**config.mk**
```make
export PLATFORM = sky130hd
export DESIGN_NAME = lrd_map
export DESIGN_NICKNAME = d
export VERILOG_FILES = /design/src/hw/rtl/led_raindrop_effect_top_assert.svh /design/src/hw/rtl/lrd_map.sv
export SDC_FILE = /design/constraint.sdc
export NUM_CORES = 1
export LEC_CHECK = 0
export BUFFER_PORTS_ARGS = -buffer_cell sky130_fd_sc_hd__clkbuf_2
export CORE_MARGIN = 2
export CORE_UTILIZATION = 40
export DETAILED_ROUTE_END_ITERATION = 10
export GPL_TIMING_DRIVEN = 0
export HOLD_SLACK_MARGIN = 0.15
export PLACE_DENSITY = 0.61
export SYNTH_ARGS = -nofsm -noshare
export SYNTH_HDL_FRONTEND = slang
export SYNTH_SLANG_ARGS = --single-unit
```
**constraint.sdc**
```tcl
create_clock -name clock -period 7.85 [get_ports clock]
set_input_delay 0.785 -clock clock [delete_from_list [all_inputs] [get_ports clock]]
set_output_delay 0.785 -clock clock [all_outputs]
set_load 0.03 [all_outputs]
```
**src/hw/rtl/led_raindrop_effect_top_assert.svh**
```systemverilog
// assertion macros for the raindrop block
`ifndef LED_RAINDROP_EFFECT_TOP_ASSERT_SVH
`define LED_RAINDROP_EFFECT_TOP_ASSERT_SVH

// same-cycle implication
`define LRD_ASSERT_NOW(lbl, ante, cons, msg) \
   lbl: assert property (@(posedge clock) disable iff (reset) (ante) |-> (cons)) \
      else $error(msg);

// next-cycle implication
`define LRD_ASSERT_NEXT(lbl, ante, cons, msg) \
   lbl: assert property (@(posedge clock) disable iff (reset) (ante) |=> (cons)) \
      else $error(msg);

`endif

```
**src/hw/rtl/lrd_map.sv**
```systemverilog
module lrd_map #(
   parameter int W = 16
) (
   input  logic         clock,
   input  logic         en,
   input  logic [W-1:0] lo,
   input  logic [W-1:0] hi,
   input  logic [15:0]  rnd,
   output logic [W-1:0] lo_q,
   output logic [W-1:0] step_q,
   output logic         rev_q
);

   logic         rev_in;
   logic [W-1:0] span_in;
   logic [W+15:0] prod_in;
   logic [W-1:0] lo_ff;
   logic [W-1:0] step_ff;
   logic         rev_ff;

   // span times random word, keep the upper part
   always_comb begin
      rev_in  = hi < lo;
      span_in = rev_in ? (lo - hi) : (hi - lo);
      prod_in = {{W{1'b0}}, rnd} * {16'd0, span_in};
   end

   always_ff @(posedge clock) begin
      if (en) begin
         lo_ff   <= lo;
         step_ff <= prod_in[W+15:16];
         rev_ff  <= rev_in;
      end
   end

   assign lo_q   = lo_ff;
   assign step_q = step_ff;
   assign rev_q  = rev_ff;

endmodule

```
==> out/qor.txt <==
Adder-Cell Fraction of Synth Area: 50.1%
Slowest Stage Delay on Critical Path: 590 ps
Clk buf depth: 2
Diodes inserted: 0
Worst Tran Pin Value: 894 ps
Detail Placement HPWL: 25100 um
Post-layout util: 50.6%
IO Pins: 83
Commonest cells post-synth: inv_1, fa_1, ha_1, nand2_1, and2_1
Yosys Warn Count: 0
Total CTS buffers: 5
Site row count: 60
Final wirelength: 33000 um
# DRC: 0
Fmax: 0.115 GHz
H-tree Lvls: 2
Reg clk slew, reported paths: 50 ps
Non-filler cells, final: 1767
Primary FF master, synth: edfxtp_1
RSZ-0062 raised after global routing: true
Worst Hold Depth: 1
Type of origin of the critical path: input pin
Final setup margin: -877 ps
Syn_nets: 1604
Filler instances: 2523
Most used cell, CP: fa_1
Nets: 1771
MaxCap Viol Count: 0
Die H: 171 um
Share of cells above drive strength 1: 22.6%
Post-Synthesis Cell Area: 11100 um^2
HP Start: lo[13]
Fin. max-slew vios: 0
Endpoint type of the worst setup path: flip-flop
Largest net degree at the start of global routing: 34
Cell count after placement: 1681
Starting density of the core: 40.9%
Worst hold path endpoint: lo_q[13]$_DFFE_PP_
Via count: 9302
Area delta synth->final: 23.7%
Routed Antenna Nets: 0
Initial antenna violation count: 4
WL per Instance: 18.7 um
Max-Slew Margin vs Limit: 40.4%
Leading area contributor after synthesis: fa_1
Worst EP required: 7880 ps
Die width: 171 um
Core footprint: 27100 um^2
Xor/xnor share of the synthesized area: 1.89%
Final hold vios: 0
Vias in the first global route: 9606
Crit share post-route: 111%
Mux cell area share after synthesis: 1.83%
Number of flops mapped to enable cells by yosys: 33
Most frequent cell after synthesis: inv_1
Top delay family on crit path: adder cells
Syn avg cell area: 9.04 um^2
Critical Path Source: lo[13]
Via density: 5.26
Hold slack: 701 ps
DIE AREA: 29100 um^2
CTS Hold Buffers Added: 0
HP Class: input pin to flip-flop
Finish-stage setup viols: 15
Post-Syn Instances: 1227
DR pass1 iterations: 7
Largest family of logic cells by synthesized area: adder cells
First-pass GRT wire length: 51400 um
Count of cell types in the netlist: 63
Status: finished, violations left
Worst path arrival time: 8750 ps
# port buffers: 82
Routability congestion estimate: 0.889
Simple-Gate Fraction of Synth Area: 14.5%
Sequential share of the synthesized area: 8.93%
Synth top area share: 35.2%
Complex-gate fraction of the synthesized area: 11.8%
Root Buffer: clkbuf_16
Total track usage: 23.3%
Async set-reset flop share out of synthesis: 0%
Clock sink total: 33
Violated checks: negative setup slack
Setup_tns: -8620 ps
Buf/Inv on CP: 6
FF+latch count, synth: 33
Synth top area cells: fa_1, ha_1, inv_1
CTS tree: built
CP max-delay cell: fa_1
DRT iter0 DRCs: 587
Fin crit period: 8730 ps
Crit path kind: input pin to flip-flop
GRT overflow: 0
Critical Path Fanout Max: 7
## layout by cell type, fill, tap and decap left out, types with 14 or more instances in the layout
master,instances
clkbuf_1,21
buf_6,14
nor2_1,21
edfxtp_1,33
o21ai_0,46
nand2_1,119
nand2b_1,31
ha_1,113
fa_1,191
inv_1,252
clkbuf_2,82
nor2b_1,24
buf_4,75
a21oi_1,25
o21a_1,17
a21o_1,28
ha_4,17
and2_1,70
## state kept, by name (all words and copies together), names as in the netlist
name    count
step_q     16
lo_q       16
rev_q       1
## layer usage
layer / GRT usage (%) / up-vias / part of all wire [%] / routed length [um]
met5: 0 / - / 0 / 0
met4: 6.39 / 0 / 3.2 / 1070
met3: 4.42 / 85 / 8.1 / 2670
met2: 39.2 / 382 / 47 / 15700
met1: 30.9 / 4635 / 41 / 13600
li1: - / 4200 / - / -
## how the worst max path moves through the flow
| stage | cells past startpoint | slack [ps] | end |
|---|---|---|---|
| floorplan | 30 | -480 | step_q[15]$_DFFE_PP_ |
| global placement | 33 | -2290 | step_q[15]$_DFFE_PP_ |
| detailed placement | 35 | -2290 | step_q[15]$_DFFE_PP_ |
| CTS | 36 | -760 | step_q[15]$_DFFE_PP_ |
| global route | 32 | -1070 | step_q[15]$_DFFE_PP_ |
| finish | 32 | -880 | step_q[15]$_DFFE_PP_ |
## layout make-up
type / count / area [um^2] / share of cell area [%]
multi-input cells: 880 / 9640 / 70.2
repair buffers: 164 / 1100 / 8.01
inverters: 266 / 1010 / 7.39
flip-flops and latches: 33 / 991 / 7.22
well taps: 372 / 465 / 3.39
plain buffers: 44 / 354 / 2.58
clock buffers: 6 / 129 / 0.939
clock inverters: 2 / 33.8 / 0.246
## kinds of logic after synthesis
| group | after synthesis |
|---|---|
| xor gates and xnor gates | 24 |
| and+or+nand+nor | 318 |
| buffers and inverters | 314 |
| muxes | 19 |
| AOI/OAI and AO/OA | 192 |
| DFF | 33 |
| adders and majority gates | 327 |
## through the flow
| step | instance area [um^2] | setup slack [ps] |
|---|---|---|
| 2_1_floorplan | 11300 | -476 |
| 3_3_place_gp | 12200 | -2290 |
| 3_5_place_dp | 12200 | -2290 |
| 4_1_cts | 13300 | -763 |
| 5_1_grt | 13700 | -1070 |
| 6_report | 13700 | -877 |
## what timing repair did
action | in CTS | in global routing
endpoints found under the hold margin | 0 | 0
pin swaps | 42 | 40
endpoints found under the setup margin | 16 | 16
gates cloned | 0 | 1
resized for setup | 117 | 52
setup buffers | 50 | 31
Power is left out: the tool's default activity adds up to more than one toggle a clock period on the data nets, which glitch-free logic cannot reach.
